[src/rtl/irpfd_pkg.sv]
// ----------------------------------------------------------------------------
// irpfd_pkg
// Shared types and constants for the infrared printer frame decoder: frame
// geometry, byte codes, parity masks and result codes.
// ----------------------------------------------------------------------------
package irpfd_pkg;

  // Frame geometry
  localparam int unsigned FrameHalfBits = 30;
  localparam int unsigned CountW        = 5;
  localparam int unsigned ShiftW        = FrameHalfBits - 1;

  // Special byte values
  localparam logic [7:0] ByteEot    = 8'd4;
  localparam logic [7:0] ByteDrawOn = 8'd27;

  // Blocks per image after reset
  localparam logic [3:0] BlocksPerImageRst = 4'd4;

  // Parity masks, first entry gives check bit 3
  localparam logic [7:0] CheckMask [4] = '{8'h78, 8'hE6, 8'hD5, 8'h8B};

  // Frame status codes
  typedef enum logic [1:0] {
    STAT_OK        = 2'd0,
    STAT_BAD_START = 2'd1,
    STAT_BAD_PAIR  = 2'd2
  } status_t;

  // Byte classification codes
  typedef enum logic [2:0] {
    KIND_TEXT    = 3'd0,
    KIND_EOT     = 3'd1,
    KIND_DRAW_ON = 3'd2,
    KIND_COL_CNT = 3'd3,
    KIND_COLUMN  = 3'd4,
    KIND_NONE    = 3'd5
  } kind_t;

  // Completed frame handed from collector to decoder
  typedef struct packed {
    logic                     vld;
    logic [FrameHalfBits-1:0] bits;
  } frame_t;

endpackage

[src/rtl/irpfd_collect.sv]
// ----------------------------------------------------------------------------
// irpfd_collect
// Half-bit collector: waits for a pulse, gathers 30 half-bits and holds the
// completed frame until the decoder takes it.
// ----------------------------------------------------------------------------
module irpfd_collect (
  input  logic              clk,
  input  logic              rst_n,
  input  logic              in_valid,
  output logic              in_stall,
  input  logic              in_pulse_seen,
  input  logic              dec_ready,
  output irpfd_pkg::frame_t frame
);
  import irpfd_pkg::*;

  logic              collecting_r, collecting_nxt;
  logic [CountW-1:0] cnt_r, cnt_nxt;
  logic [ShiftW-1:0] shift_r, shift_nxt;
  frame_t            frame_r, frame_nxt;
  logic              xfer;
  logic              last;

  // Input transfer; stall only while a finished frame waits on the decoder
  assign in_stall = frame_r.vld && !dec_ready;
  assign xfer     = in_valid && !in_stall;
  assign last     = (cnt_r == CountW'(FrameHalfBits - 1));

  always_comb begin
    collecting_nxt = collecting_r;
    cnt_nxt        = cnt_r;
    shift_nxt      = shift_r;
    frame_nxt      = frame_r;
    // decoder takes the held frame
    if (frame_r.vld && dec_ready) begin
      frame_nxt.vld = 1'b0;
    end
    if (xfer) begin
      if (!collecting_r) begin
        // a pulse while idle is half-bit 0
        if (in_pulse_seen) begin
          collecting_nxt = 1'b1;
          cnt_nxt        = CountW'(1);
          shift_nxt      = ShiftW'(1);
        end
      end else if (last) begin
        collecting_nxt = 1'b0;
        cnt_nxt        = '0;
        frame_nxt.vld  = 1'b1;
        frame_nxt.bits = {shift_r, in_pulse_seen};
      end else begin
        cnt_nxt   = cnt_r + CountW'(1);
        shift_nxt = {shift_r[ShiftW-2:0], in_pulse_seen};
      end
    end
  end

  always_ff @(posedge clk) begin
    if (!rst_n) begin
      collecting_r <= 1'b0;
      cnt_r        <= '0;
      shift_r      <= '0;
      frame_r.vld  <= 1'b0;
    end else begin
      collecting_r <= collecting_nxt;
      cnt_r        <= cnt_nxt;
      shift_r      <= shift_nxt;
      frame_r.vld  <= frame_nxt.vld;
    end
    frame_r.bits <= frame_nxt.bits;
  end

  assign frame = frame_r;

endmodule

[src/rtl/irpfd_decode.sv]
// ----------------------------------------------------------------------------
// irpfd_decode
// Frame checker and byte classifier: validates start, data, check and stop
// half-bits, tracks drawing mode and blocks, and registers the result.
// ----------------------------------------------------------------------------
module irpfd_decode (
  input  logic              clk,
  input  logic              rst_n,
  input  irpfd_pkg::frame_t frame,
  output logic              dec_ready,
  input  logic              cfg_wr_en,
  input  logic [3:0]        cfg_wr_data,
  output logic              out_valid,
  input  logic              out_stall,
  output logic [1:0]        out_frame_status,
  output logic [7:0]        out_data_byte,
  output logic              out_stop_error,
  output logic              out_check_invalid,
  output logic              out_check_mismatch,
  output logic [2:0]        out_byte_kind,
  output logic [7:0]        out_column_index,
  output logic              out_block_done,
  output logic              out_drawing_ended,
  output logic              out_drawing_active
);
  import irpfd_pkg::*;

  // Configuration and drawing state
  logic [3:0] bpi_r;
  logic       draw_r, draw_nxt;
  logic [7:0] col_exp_r, col_exp_nxt;
  logic [7:0] col_cnt_r, col_cnt_nxt;
  logic [3:0] blk_cnt_r, blk_cnt_nxt;

  // Result register
  logic       out_vld_r;
  status_t    status_r, status_nxt;
  logic [7:0] data_r, data_nxt;
  logic       stop_err_r, stop_err_nxt;
  logic       chk_bad_r, chk_bad_nxt;
  logic       chk_mis_r, chk_mis_nxt;
  kind_t      kind_r, kind_nxt;
  logic [7:0] col_idx_r, col_idx_nxt;
  logic       blk_done_r, blk_done_nxt;
  logic       ended_r, ended_nxt;
  logic       active_r, active_nxt;

  // Field extraction
  logic [7:0] data;
  logic       data_bad;
  logic [3:0] recv_chk;
  logic       chk_bad;
  logic [3:0] calc_chk;
  logic       start_ok;
  logic       stop_err;
  logic       load;

  assign dec_ready = !out_vld_r || !out_stall;
  assign load      = frame.vld && dec_ready;

  // Pairs decode as 10 -> 1, 01 -> 0, anything else invalid
  always_comb begin
    data_bad = 1'b0;
    chk_bad  = 1'b0;
    for (int k = 0; k < 8; k++) begin
      data[7-k] = frame.bits[18-2*k];
      if (frame.bits[18-2*k] == frame.bits[17-2*k]) data_bad = 1'b1;
    end
    for (int k = 0; k < 4; k++) begin
      recv_chk[3-k] = frame.bits[26-2*k];
      if (frame.bits[26-2*k] == frame.bits[25-2*k]) chk_bad = 1'b1;
    end
    for (int k = 0; k < 4; k++) begin
      calc_chk[3-k] = ^(CheckMask[k] & data);
    end
  end

  assign start_ok = &frame.bits[29:27];
  assign stop_err = |frame.bits[2:0];

  // Classification and state update
  always_comb begin
    logic [7:0] cc_inc;
    logic [3:0] bc_new;
    draw_nxt     = draw_r;
    col_exp_nxt  = col_exp_r;
    col_cnt_nxt  = col_cnt_r;
    blk_cnt_nxt  = blk_cnt_r;
    status_nxt   = STAT_OK;
    data_nxt     = '0;
    stop_err_nxt = 1'b0;
    chk_bad_nxt  = 1'b0;
    chk_mis_nxt  = 1'b0;
    kind_nxt     = KIND_NONE;
    col_idx_nxt  = '0;
    blk_done_nxt = 1'b0;
    ended_nxt    = 1'b0;
    cc_inc       = col_cnt_r + 8'd1;
    bc_new       = blk_cnt_r;
    priority if (!start_ok) begin
      status_nxt = STAT_BAD_START;
    end else if (data_bad) begin
      status_nxt = STAT_BAD_PAIR;
    end else begin
      data_nxt     = data;
      stop_err_nxt = stop_err;
      chk_bad_nxt  = chk_bad;
      chk_mis_nxt  = !chk_bad && (recv_chk != calc_chk);
      priority if (data == ByteEot) begin
        kind_nxt = KIND_EOT;
      end else if (data == ByteDrawOn) begin
        kind_nxt = KIND_DRAW_ON;
        draw_nxt = 1'b1;
      end else if (draw_r) begin
        if (col_exp_r == '0) begin
          kind_nxt    = KIND_COL_CNT;
          col_exp_nxt = data;
        end else begin
          kind_nxt    = KIND_COLUMN;
          col_idx_nxt = col_cnt_r;
          col_cnt_nxt = cc_inc;
          // block complete: clear column counters, count the block
          if (cc_inc >= col_exp_r) begin
            blk_done_nxt = 1'b1;
            col_cnt_nxt  = '0;
            col_exp_nxt  = '0;
            bc_new       = blk_cnt_r + 4'd1;
          end
          blk_cnt_nxt = bc_new;
          // image complete: leave drawing mode
          if (bc_new >= bpi_r) begin
            blk_cnt_nxt = '0;
            draw_nxt    = 1'b0;
            ended_nxt   = 1'b1;
          end
        end
      end else begin
        kind_nxt = KIND_TEXT;
      end
    end
    active_nxt = draw_nxt;
  end

  // State, configuration and result registers
  always_ff @(posedge clk) begin
    if (!rst_n) begin
      bpi_r     <= BlocksPerImageRst;
      draw_r    <= 1'b0;
      col_exp_r <= '0;
      col_cnt_r <= '0;
      blk_cnt_r <= '0;
      out_vld_r <= 1'b0;
    end else begin
      if (cfg_wr_en) begin
        bpi_r <= cfg_wr_data;
      end
      if (load) begin
        draw_r    <= draw_nxt;
        col_exp_r <= col_exp_nxt;
        col_cnt_r <= col_cnt_nxt;
        blk_cnt_r <= blk_cnt_nxt;
        out_vld_r <= 1'b1;
      end else if (!out_stall) begin
        out_vld_r <= 1'b0;
      end
    end
    if (load) begin
      status_r   <= status_nxt;
      data_r     <= data_nxt;
      stop_err_r <= stop_err_nxt;
      chk_bad_r  <= chk_bad_nxt;
      chk_mis_r  <= chk_mis_nxt;
      kind_r     <= kind_nxt;
      col_idx_r  <= col_idx_nxt;
      blk_done_r <= blk_done_nxt;
      ended_r    <= ended_nxt;
      active_r   <= active_nxt;
    end
  end

  assign out_valid          = out_vld_r;
  assign out_frame_status   = status_r;
  assign out_data_byte      = data_r;
  assign out_stop_error     = stop_err_r;
  assign out_check_invalid  = chk_bad_r;
  assign out_check_mismatch = chk_mis_r;
  assign out_byte_kind      = kind_r;
  assign out_column_index   = col_idx_r;
  assign out_block_done     = blk_done_r;
  assign out_drawing_ended  = ended_r;
  assign out_drawing_active = active_r;

endmodule

[src/rtl/infrared_printer_frame_decoder_unit.sv]
// ----------------------------------------------------------------------------
// infrared_printer_frame_decoder_unit
// Top level of the infrared printer frame receiver: half-bit collector
// followed by the frame checker and byte classifier.
// ----------------------------------------------------------------------------
// One half-bit slot is taken per transfer, every cycle when neither side
// stalls. A pulse while idle opens a frame; the thirtieth slot completes it,
// the frame is held in the collector's frame register and is then decoded
// into the result register. Slots with no frame open produce no result. The
// input stalls only while a completed frame is held and the result register
// is still full and stalled. cfg_wr_data sets the blocks per image (reset 4);
// write it only while no frame is in flight.
module infrared_printer_frame_decoder_unit (
  input  logic       clk,
  input  logic       rst_n,
  input  logic       in_valid,
  output logic       in_stall,
  input  logic       in_pulse_seen,
  input  logic       cfg_wr_en,
  input  logic [3:0] cfg_wr_data,
  output logic       out_valid,
  input  logic       out_stall,
  output logic [1:0] out_frame_status,
  output logic [7:0] out_data_byte,
  output logic       out_stop_error,
  output logic       out_check_invalid,
  output logic       out_check_mismatch,
  output logic [2:0] out_byte_kind,
  output logic [7:0] out_column_index,
  output logic       out_block_done,
  output logic       out_drawing_ended,
  output logic       out_drawing_active
);
  import irpfd_pkg::*;

  frame_t frame;
  logic   dec_ready;

  // Half-bit collection
  irpfd_collect u_collect (
    .clk          (clk),
    .rst_n        (rst_n),
    .in_valid     (in_valid),
    .in_stall     (in_stall),
    .in_pulse_seen(in_pulse_seen),
    .dec_ready    (dec_ready),
    .frame        (frame)
  );

  // Frame check, classification and result register
  irpfd_decode u_decode (
    .clk               (clk),
    .rst_n             (rst_n),
    .frame             (frame),
    .dec_ready         (dec_ready),
    .cfg_wr_en         (cfg_wr_en),
    .cfg_wr_data       (cfg_wr_data),
    .out_valid         (out_valid),
    .out_stall         (out_stall),
    .out_frame_status  (out_frame_status),
    .out_data_byte     (out_data_byte),
    .out_stop_error    (out_stop_error),
    .out_check_invalid (out_check_invalid),
    .out_check_mismatch(out_check_mismatch),
    .out_byte_kind     (out_byte_kind),
    .out_column_index  (out_column_index),
    .out_block_done    (out_block_done),
    .out_drawing_ended (out_drawing_ended),
    .out_drawing_active(out_drawing_active)
  );

endmodule

[config.mk]
export PLATFORM = sky130hd
export DESIGN_NAME = infrared_printer_frame_decoder_unit
export DESIGN_NICKNAME = d
export VERILOG_FILES = /design/src/rtl/irpfd_pkg.sv /design/src/rtl/irpfd_collect.sv /design/src/rtl/irpfd_decode.sv /design/src/rtl/infrared_printer_frame_decoder_unit.sv
export SDC_FILE = /design/constraint.sdc
export NUM_CORES = 1
export LEC_CHECK = 0
export BUFFER_PORTS_ARGS = -buffer_cell sky130_fd_sc_hd__buf_2
export CAP_MARGIN = 10
export CORE_ASPECT_RATIO = 1.5
export CORE_MARGIN = 3
export CORE_UTILIZATION = 25
export DETAILED_ROUTE_END_ITERATION = 10
export HOLD_SLACK_MARGIN = 0.05
export PLACE_DENSITY = 0.41
export SETUP_SLACK_MARGIN = 0.15
export SLEW_MARGIN = 15
export SYNTH_ARGS = -nofsm -noshare
export SYNTH_HDL_FRONTEND = slang
export SYNTH_SLANG_ARGS = --single-unit
[constraint.sdc]
create_clock -name clk -period 4.2 [get_ports clk]
set_input_delay 0 -clock clk [delete_from_list [all_inputs] [get_ports clk]]
set_output_delay 0 -clock clk [all_outputs]
set_load 0.005 [all_outputs]
* Word-level counts from Yosys, hierarchy flattened
Cells that the tools add are included.
** Storage, ports and cells
- Output and inout bits :: 29
- Flip-flop bits (word level) :: 119
- Input bits :: 10
** Operators by class
- Reduce and logical (&&, ||, !) cells :: 27
- Bitwise logic cells :: 6
- Eq/ne operators :: 18
- Magnitude comparators :: 2
- $add $sub $neg :: 3
- Multiplexer cells :: 52
** Operators by type and width (count)
- $mux W31 :: 3
- $mux W29 :: 3
- $mux W4 :: 8
- $reduce_xor A8 Y1 :: 4
- $mux W1 :: 27
- $mux W8 :: 3
- $reduce_and A9 Y1 :: 2
- $mux W5 :: 3
- $eq A1 B1 Y1 :: 12
- $mux W3 :: 4
- $reduce_and A3 Y1 :: 3
- $add A8 B1 Y8 const B :: 1
- $eq A8 B3 Y1 const B :: 1
- $eq A8 B5 Y1 const B :: 1
- $ge A8 B8 Y1 :: 1
- $logic_not A8 Y1 :: 1
- $not A1 Y1 :: 6
- $reduce_or A3 Y1 :: 2
- $reduce_or A6 Y1 :: 1
- $add A5 B1 Y5 const B :: 1
- $eq A5 B5 Y1 const B :: 1
- $logic_not A1 Y1 :: 5
- $add A4 B1 Y4 const B :: 1
- $ge A4 B4 Y1 :: 1
- other kinds (9) :: 13

* Logic depth before layout (Yosys ltp)
Gate-level depths: netlist (run 1).
- Depth in word-level cells :: 19
- Mapped depth :: 18
- Gate-level depth less buffers :: 16

* By module
A second synthesis (run 1) with hierarchy kept.
** Second synthesis, totals
- Cell total of the unflattened synthesis :: 458
- Area, all modules :: 5218.8 µm²
** Modules (own cells, without submodules)
- irpfd_decode :: cells each 285, seq. area each 1331.3 µm², area an instance 2940.3 µm², times used 1
- irpfd_collect :: cells each 173, seq. area each 1621.6 µm², area an instance 2278.4 µm², times used 1

* Worst setup path before layout (run 1)
Ideal clock, no wire load.
- Path type :: flip-flop to flip-flop
- From :: register u_decode.col_cnt_r[2]
- To :: register u_decode.blk_cnt_r[2]
- Stages on the path, launching flop included :: 16
- Data arrival time :: 3907 ps
- Path buffers :: 2
- Slack :: 223 ps
- Setup time :: 70 ps
- Path through :: dfxtp_1 > and3_1 > and3_1 > nand3_1 > xnor2_1 > ha_1 > nand2_1 > o41ai_1 > clkbuf_1 > buf_2 > mux2_2 > ha_1 > a21oi_1 > o21ai_1 > or4_1 > a21boi_1
** On the way
- Word-level cells in the longest chain between the ends :: 11
** Ends and longest elaborated chain
- start: declaration :: line irpfd_decode.sv:32 : logic [7:0] col_cnt_r, col_cnt_nxt;
- start signal: assignment :: line irpfd_decode.sv:160 : col_cnt_r <= col_cnt_nxt;
- $add A8 B1 Y8 * :: line irpfd_decode.sv:98 : cc_inc = col_cnt_r + 8'd1;
- $ge A8 B8 Y1 * :: line irpfd_decode.sv:123 : if (cc_inc >= col_exp_r) begin
- $mux W4 * :: line irpfd_decode.sv:123
- $mux W4 * :: line irpfd_decode.sv:115 : if (col_exp_r == '0) begin
- $mux W4 * :: line irpfd_decode.sv:114 : end else if (draw_r) begin
- $mux W4 * :: line irpfd_decode.sv:111 : end else if (data == ByteDrawOn) begin
- $mux W4 * :: line irpfd_decode.sv:109 : priority if (data == ByteEot) begin
- $mux W4 * :: line irpfd_decode.sv:102 : end else if (data_bad) begin
- $mux W4 * :: line irpfd_decode.sv:100 : priority if (!start_ok) begin
- $ge A4 B4 Y1 :: line irpfd_decode.sv:131 : if (bc_new >= bpi_r) begin
- $mux W4 * :: line irpfd_decode.sv:131
- end signal: assignment :: line irpfd_decode.sv:161 : blk_cnt_r <= blk_cnt_nxt;
- end: declaration :: line irpfd_decode.sv:33 : logic [3:0] blk_cnt_r, blk_cnt_nxt;
Every way passes the cells marked *; elsewhere a longest branch is shown, timed or not. The select of a mux whose other input is x is not followed.
A chain may end at the register's enable or synchronous reset.

* Worst setup path in the final report (run 1)
- From :: register u_decode.col_cnt_r[1]
- To :: register u_decode.blk_cnt_r[2]
Same word-level chain as after synthesis.

==> results of run 1 <==
-- layout by cell type (no fill, tap or decap), types with 2 or more instances in the layout --
cell type and n:
sky130_fd_sc_hd__a21boi_1 7, sky130_fd_sc_hd__a21oi_1 8, sky130_fd_sc_hd__a22o_1 8, sky130_fd_sc_hd__a22oi_1 28
sky130_fd_sc_hd__and2_1 15, sky130_fd_sc_hd__and3_1 6, sky130_fd_sc_hd__buf_2 38, sky130_fd_sc_hd__buf_4 4
sky130_fd_sc_hd__bufinv_16 2, sky130_fd_sc_hd__clkbuf_16 17, sky130_fd_sc_hd__clkinv_1 2, sky130_fd_sc_hd__clkinv_4 2
sky130_fd_sc_hd__clkinvlp_4 3, sky130_fd_sc_hd__dfxtp_1 60, sky130_fd_sc_hd__dfxtp_2 2, sky130_fd_sc_hd__dlygate4sd3_1 12
sky130_fd_sc_hd__edfxtp_1 57, sky130_fd_sc_hd__ha_1 20, sky130_fd_sc_hd__inv_1 24, sky130_fd_sc_hd__mux2i_1 4
sky130_fd_sc_hd__nand2_1 25, sky130_fd_sc_hd__nand2b_1 4, sky130_fd_sc_hd__nand3_1 6, sky130_fd_sc_hd__nand3b_1 3
sky130_fd_sc_hd__nand4_1 5, sky130_fd_sc_hd__nor2_1 14, sky130_fd_sc_hd__nor2b_1 35, sky130_fd_sc_hd__nor3_1 3
sky130_fd_sc_hd__nor4_1 12, sky130_fd_sc_hd__o211ai_1 3, sky130_fd_sc_hd__o21a_1 5, sky130_fd_sc_hd__o21ai_0 8
sky130_fd_sc_hd__o22ai_1 3, sky130_fd_sc_hd__o31ai_1 2, sky130_fd_sc_hd__or3_1 3, sky130_fd_sc_hd__or3b_1 2
sky130_fd_sc_hd__or4_1 4, sky130_fd_sc_hd__xnor2_1 19, sky130_fd_sc_hd__xor2_1 15
-- path summary, 6_finish.rpt --
kind / startpoint / end / slack (ns) / depth (start not counted)
max reg2reg: u_decode.col_cnt_r[1] / u_decode.blk_cnt_r[2] / 0.52 / 15
min: rst_n / u_collect.frame[30] / 0.32 / 2
max: u_decode.col_cnt_r[1] / u_decode.blk_cnt_r[2] / 0.52 / 15
min reg2reg: u_collect.shift_r[28] / u_collect.frame[29] / 0.45 / 0
-- state kept, by name, indices dropped and copies added (netlist names), 2 cells and up --
register,count
u_decode.out_byte_kind,3
u_decode.out_frame_status,2
u_collect.shift_r,29
u_decode.col_cnt_r,8
u_decode.out_data_byte,8
u_decode.out_column_index,8
u_collect.cnt_r,5
u_decode.blk_cnt_r,4
u_decode.bpi_r,4
u_collect.frame,31
u_decode.col_exp_r,8
-- logic make-up (layout without fill, tap and decap cells) --
group,Yosys count,after routing
flip-flops,119,119
XOR/XNOR,34,34
multiplexers,5,5
adder cells (fa/ha/maj),21,21
buffers and inverters,41,109
AO/OA/AOI/OAI,84,84
AND/OR/NAND/NOR,148,148
-- layer usage --
metal	track usage, %	routed length (µm)
met2	19.33	6229
met3	2.129	248
met5	0	0
met4	6.031	431
met1	10.36	4295
-- power by group through the flow --
stage          sequential [mW]  clock, mW  combinational [mW]
2_1_floorplan             1.24          0              0.0366
3_3_place_gp              1.24          0              0.0519
3_5_place_dp              1.24          0              0.0531
4_1_cts                   1.21       1.43              0.0631
5_1_grt                   1.21       1.48              0.0711
6_report                  1.21       1.39              0.0619
-- critical path, stage by stage, from the launching register on --
cell and delay (ns):
sky130_fd_sc_hd__dfxtp_1 0.40, sky130_fd_sc_hd__and3_1 0.20, sky130_fd_sc_hd__and3_1 0.25, sky130_fd_sc_hd__nand3_1 0.11, sky130_fd_sc_hd__xnor2_1 0.15, sky130_fd_sc_hd__ha_1 0.29, sky130_fd_sc_hd__nand2_1 0.08, sky130_fd_sc_hd__o21a_1 0.20
sky130_fd_sc_hd__o41ai_2 0.06, sky130_fd_sc_hd__buf_4 0.22, sky130_fd_sc_hd__mux2_2 0.34, sky130_fd_sc_hd__ha_1 0.27, sky130_fd_sc_hd__a21oi_1 0.17, sky130_fd_sc_hd__o21ai_2 0.16, sky130_fd_sc_hd__or4_1 0.54, sky130_fd_sc_hd__a21boi_1 0.16
-- per-stage QoR --
stage	instance area, µm²	instances	hold WS [ns]	utilization, %	setup WS (ns)
after floorplan	5211	452	0.09887	-	0.2234
after global routing	6406	784	0.3653	31.37	0.2130
after global placement	5705	741	0.2246	27.94	0.2894
after detailed placement	5705	741	0.2315	27.94	0.1593
final	6406	784	0.3179	31.37	0.5201
after CTS	6396	784	0.3350	31.32	0.1528
-- area by class of cell --
cell class              instances  area [µm²]  area share (%)
clock inverters                12       127.6           1.992
flip-flops and latches        119        2955           46.13
inverters                      24       90.09           1.406
repair buffers                 54       340.3           5.312
clock buffers                  19       442.9           6.914
multi-input cells             292        2120           33.09
well taps                     264       330.3           5.156
-- timing repair --
item                                    in CTS  in global routing
endpoints found under the hold margin        9                  0
hold buffers                                12                  0
endpoints found under the setup margin       0                  7
resized for setup                            0                  4
==> results, run 1 <==
- Per report_power, the combinational group accounts for 2.3% of the total.
- Entering global routing, the biggest net connects 59 pins.
- The net switching component of the power is 0.5473 mW.
- The global-route usage over all layers is 10.38%.
- The count of endpoints failing hold in the final timing report is 0.
- The total negative slack is 0 ns.
- The dominant combinational cell family by area after synthesis is simple AND/OR/NAND/NOR gates.
- Setup violations remaining at the end of the flow were counted as 0.
- The flow ran to the end, and the final reports show no timing, DRC or antenna violations.
- The data required time at the worst endpoint is 4.53 ns.
- The clock period minus final worst setup slack is 3.680 ns.
- The data arrival time of the critical path is 4.01 ns.
- Counting flops with a built-in enable in the synthesized netlist gives 57.
- The xor and xnor fraction of the mapped netlist area is 5.714%.
- The commonest cells after synthesis are 62 x sky130_fd_sc_hd__dfxtp_1, 57 x sky130_fd_sc_hd__edfxtp_1, 35 x sky130_fd_sc_hd__nor2b_1, 28 x sky130_fd_sc_hd__a22oi_1, 25 x sky130_fd_sc_hd__nand2_1.
- Once the clock tree was built, the setup fixing pass inserted 0 buffers.
- TritonCTS created 17 clock buffers.
- For this run, the detailed router's first-pass iteration total came to 6.
- At the later pin of the worst-skew pair, clock insertion delay measures 0.40 ns.
- The number of different library cells used by synthesis comes to 54.
- The number of antenna violations at the first check in global routing came to 0.
- The global placement routability congestion is 0.7969.
- The starting density of the core is 25.52%.
- The relative contribution of the clock network to total power is 52.2%.
- The fraction of synthesized cell area taken by the top area cell type is 32.85%.
- The tightest slew margin relative to the limit is 28.20%.
- The switching fraction of total power is 20.51%.
- The power per cell area is 416.6 nW/µm².
- The sort of element at the start of the critical path is a register.
- The core region is 20420 µm².
- The area overhead of the layout relative to synthesis is 22.93%.
- In the synthesized netlist the async set-or-reset flop fraction comes to 0%.
- The routed layout has 3517 vias.
- The share of total power dissipated in sequential elements is 45.5%.
- The upper clock frequency limit is 271.7 MHz.
- Sequential cells were found to cover 56.66% of the synthesized design area.
- Pin placement for this block handled 39 I/O pins.
- The internal power is 2.121 mW.
- The worst setup path is of the register to register kind.
- In the synthesized netlist, the number of instances is 452.
- The share of layout cells above drive strength 1 is 16.35%.
- The quantity of I/O buffers inserted on ports is 38.
- The maximum number of buffers from clock root to sink is 2.
- The die is 123.9 µm wide.
- Dividing the detail-routed via count by the number of cells gives 4.486.
- The site row count is 64.
- The synthesized netlist devotes 16.97% of its cell area to simple gates.
- Counting flops and latches in the post-synthesis netlist gives 119.
- The final critical path takes up 87.62% of the cycle.
- The average instance area after synthesis is 11.53 µm².
- The worst setup path is captured at a register.
- The count of inserted antenna diode cells is 0.
- Once detailed placement completed, the half-perimeter wirelength came to 7.739 mm.
- VDD sags by at most 259.6 µV.
- The fraction of synthesized area in multiplexers is 0.9844%.
- The number of fillers in the final layout is 2093.
- Along the worst path, the maximum fanout reaches 8.
- The biggest area contributor in the post-synthesis netlist is sky130_fd_sc_hd__edfxtp_1.
- Summed over all cells, the static leakage comes to 2.393 nW.
- The total chip power is 2.669 mW.
- The total wire length after detailed routing is 11.20 mm.
- The post-route clock skew is 0.009031 ns.
- The Yosys warning count is 0.
- The share of the synthesized area in compound gates (AO/OA/AOI/OAI) is 11.62%.
- The first-pass GRT wire length is 18.35 mm.
- The max-cap check violation count is 0.
- The synthesized netlist occupies a cell area of 5211 µm².
- The residual DRC count is 0.
- Clock-pin slew was measured on the worst setup and hold paths at 0.05 ns.
- The worst hold path belongs to the class primary input to register.
- After detailed routing, the average wire length per cell comes to 14.29 µm.
- By area the synthesized netlist is led by sky130_fd_sc_hd__edfxtp_1 33%, sky130_fd_sc_hd__dfxtp_1 24%, sky130_fd_sc_hd__ha_1 5.0%, sky130_fd_sc_hd__nor2b_1 4.2%, sky130_fd_sc_hd__a22oi_1 4.0%.
- After global routing the overflow that remains totals 0.
- The clock drives 119 sinks.
- Setup repair after global routing left no endpoint under its margin.
- Counting every net in the synthesized netlist gives 483.
- Of the total synthesized cell area, the portion taken by full adders, half adders and majority gates is 5.042%.
- In this run the remaining antenna-violating nets after routing total 0.
- The number of max-slew violations in the final report is 0.
- The most used standard cell by instance count after synthesis is sky130_fd_sc_hd__dfxtp_1.
- The via count of the first global-routing pass is 3676.
- The tree is rooted in a sky130_fd_sc_hd__clkbuf_16.
- TritonCTS built the clock tree.
- The net total in the final layout is 539.
- From bottom edge to top edge, the die measures 182.8 µm.
- The number of levels the H-tree was split into is 4.
- The area of the die is 22650 µm².
- For the pin with the worst max-slew slack, the measured transition is 1.076 ns.
- For this run, the leading register cell type out of synthesis is sky130_fd_sc_hd__dfxtp_1.
- After the first detailed-routing iteration, the DRC count stood at 154.
No activity file was read; power rests on OpenSTA's default activity.
==> inputs of run 2 (changes only) <==
--- a/config.mk
+++ b/config.mk
@@ -11,6 +11,7 @@
 export CORE_MARGIN = 3
 export CORE_UTILIZATION = 25
 export DETAILED_ROUTE_END_ITERATION = 10
+export GPL_TIMING_DRIVEN = 0
 export HOLD_SLACK_MARGIN = 0.05
 export PLACE_DENSITY = 0.41
 export SETUP_SLACK_MARGIN = 0.15
==> results, run 2 (same netlist as run 1, synthesis figures left out) <==
- The min-delay analysis places its worst path in the category primary input to register.
- The number of max-slew violations in the final report is 0.
- Along the worst hold path, the cell count comes to 4.
- After clock tree synthesis, the clock-pin slew on the worst setup and hold paths is 0.05 ns.
- The launch instance of the worst register-to-register path is u_decode.col_cnt_r[2].
- The depth of the worst register-to-register path is 15.
- The number of antenna diodes in the final layout is 0.
- The initial utilization of the core area, before any placement, comes to 25.52%.
- Setup repair after global routing left no endpoint under its margin.
- After routing the design area is 6600 µm².
- The number of DRC violations after detailed-routing iteration 0 is 238.
- After layout, the minimum clock period comes to 3.868 ns.
- The library cells used most frequently in the layout, excluding fill and tap cells, are 59 x sky130_fd_sc_hd__dfxtp_1, 57 x sky130_fd_sc_hd__edfxtp_1, 38 x sky130_fd_sc_hd__buf_2.
- The detailed-router iteration count before antenna repair is 4.
- The worst setup path is of the register to register kind.
- Of all nets on the critical path, the largest fanout is 10.
- The congestion estimate from routability-driven global placement came to 0.7812.
- The via count normalized by instance count is 4.430.
- The final worst setup slack is 0.3323 ns.
- Headroom to the max-slew limit came out at 31.18%.
- Max-cap violations in this run came to 0.
- The data required time at the worst endpoint is 4.53 ns.
- Setup violations remaining at the end of the flow were counted as 0.
- The count of endpoints failing hold in the final timing report is 0.
- The number of primary I/O pins is 39.
- Walking the worst path, the cells encountered are and3_4 -> and3_4 -> nand3_1 -> xnor2_1 -> ha_1 -> nand2_2 -> o41ai_4 -> clkbuf_8 -> buf_6 -> mux2_2 -> ha_1 -> a21oi_2 -> o21ai_4 -> or4_1 -> a21boi_1.
- The part of the cycle the worst path needs is 92.09%.
- The quantity of I/O buffers inserted on ports is 37.
- Global routing used 10.71% of the available tracks across all layers.
- The core region is 20420 µm².
- The worst setup path endpoint is u_decode.blk_cnt_r[3].
- The count of nets left with antenna violations once routing finished came out at 0.
- The sort of element at the start of the critical path is a register.
- For the worst-skew pair, the clock arrives at the later sink with an insertion delay of 0.40 ns.
- The launching instance or port of the critical path is u_decode.col_cnt_r[2].
- The flow ran to the end, and the final reports show no timing, DRC or antenna violations.
- The total cell area at the placement stage is 5754 µm².
- The via count of the first global-routing pass is 3624.
- The site row count is 64.
- The total number of clock tree sinks is 119.
- The maximum number of pins on one net before global-route repair is 30.
- Once layout is complete, the utilization of the core stands at 32.32%.
- The total number of vias is 3557.
- The tightest hold path in the finished design has a slack of 0.1456 ns.
- The total overflow left after global routing is 0.
- On the critical path, the stage with the largest delay is an instance of sky130_fd_sc_hd__or4_1.
- For flop-to-flop paths, the worst setup slack is 0.33 ns.
- The total negative slack is 0 ns.
- The most common library cell in the layout ignoring fill and taps is sky130_fd_sc_hd__dfxtp_1.
- For the pin with the worst max-slew slack, the measured transition is 1.031 ns.
- The clock passes through at most 2 buffers.
- Fill cells in the final layout number 2068.
- The TritonCTS buffer count is 17.
- The residual DRC count is 0.
- The net count of the finished layout is 557.
- TritonCTS built the clock tree.
- Once detailed placement completed, the half-perimeter wirelength came to 8.576 mm.
- The number of antenna violations at the first check in global routing is 0.
- At the placement stage, the worst setup path has a slack of -1.152 ns.
- The final instance count without filler cells is 803.
- The first-pass GRT wire length is 18.79 mm.
- The register with the most flip-flops in the layout has 31 of them.
- The die extent in x is 123.9 µm.
- The die covers 22650 µm².
- After detailed placement, the design holds a cell count of 754.
- The vertical die dimension is 182.8 µm.
- After detailed routing, the average wire length per cell comes to 14.37 µm.
- The final layout contains routed wiring with a total length of 11.54 mm.
- STA puts the critical path data arrival time at 4.20 ns.
- The endpoint identified for the worst register-to-register timing path is u_decode.blk_cnt_r[3].
- Overall power consumption after layout is estimated at 2.728 mW.
- STA classifies the critical path endpoint as a register.
- Relative to the synthesized area, the layout overhead comes to 26.65%.
- The worst-case IR drop observed on VDD is 244.2 µV.
- The leakage dissipation is 2.453 nW.
- The share of layout cells above drive strength 1 is 17.81%.
- In this run the number of H-tree levels came out at 4.
- Static timing analysis puts the maximum clock frequency at 258.6 MHz.
- The power per cell area is 413.3 nW/µm².
- On the final layout, the worst clock skew is 0.008874 ns.
- The largest incremental delay on the critical path is 0.53 ns.
- The root buffer cell is sky130_fd_sc_hd__clkbuf_16.
[run 2: cell types whose count changed in the layout (fill, tap and decap cells not counted), sizes merged]
cell / delta
buf: +6
bufinv: +1
inv: -1
clkinv: +1
clkbuf: +12
[run 2: worst min-delay path by stage]
stage / from / to / slack [ns]
floorplan: in_pulse_seen / u_collect.frame[0] / 0.1
global placement: cfg_wr_data[2] / u_decode.bpi_r[2] / 0.22
detailed placement: in_pulse_seen / u_collect.frame[0] / 0.23
CTS: rst_n / u_decode.col_exp_r[6] / 0.13
global route: rst_n / u_decode.col_exp_r[4] / 0.16
finish: rst_n / u_decode.col_exp_r[1] / 0.15
[run 2: worst max-delay path, delay by kind of cell (launching register included)]
family	cells	cell delay, ns
and+or+nand+nor	5	1.12
AOI/OAI and AO/OA	4	0.86
adders and majority gates	2	0.61
DFF	1	0.38
muxes	1	0.34
buffers and inverters	2	0.33
xor gates and xnor gates	1	0.16
[run 2: timing repair]
action,4_1_cts,5_1_grt
buffers inserted,1,4
hold endpoints to repair,9,0
gates resized for setup,9,13
setup endpoints to repair,7,6
pin swaps,1,5
hold buffers,12,0
[run 2: cell type report]
| class | count | area (µm²) | share of cell area, % |
|---|---|---|---|
| clock buffer | 19 | 432.9 | 6.559 |
| inverter | 24 | 90.09 | 1.365 |
| multi-input combinational | 292 | 2172 | 32.91 |
| tap | 264 | 330.3 | 5.005 |
| clock inverter | 13 | 155.1 | 2.351 |
| buffer | 17 | 82.58 | 1.251 |
| sequential | 119 | 2962 | 44.87 |
| timing repair buffer | 55 | 375.4 | 5.687 |
[run 2: per-layer routing]
metal	wire, µm	track usage, %
met5	0	0
met4	281	4.523
met2	6680	20.59
met3	272	2.067
met1	4307	10.96
[run 2: report_power, final]
| group | total, mW | internal [mW] | switching (mW) |
|---|---|---|---|
| combinational | 0.0713 | 0.0328 | 0.0385 |
| clock | 1.44 | 0.929 | 0.514 |
| sequential | 1.21 | 1.21 | 0.00425 |
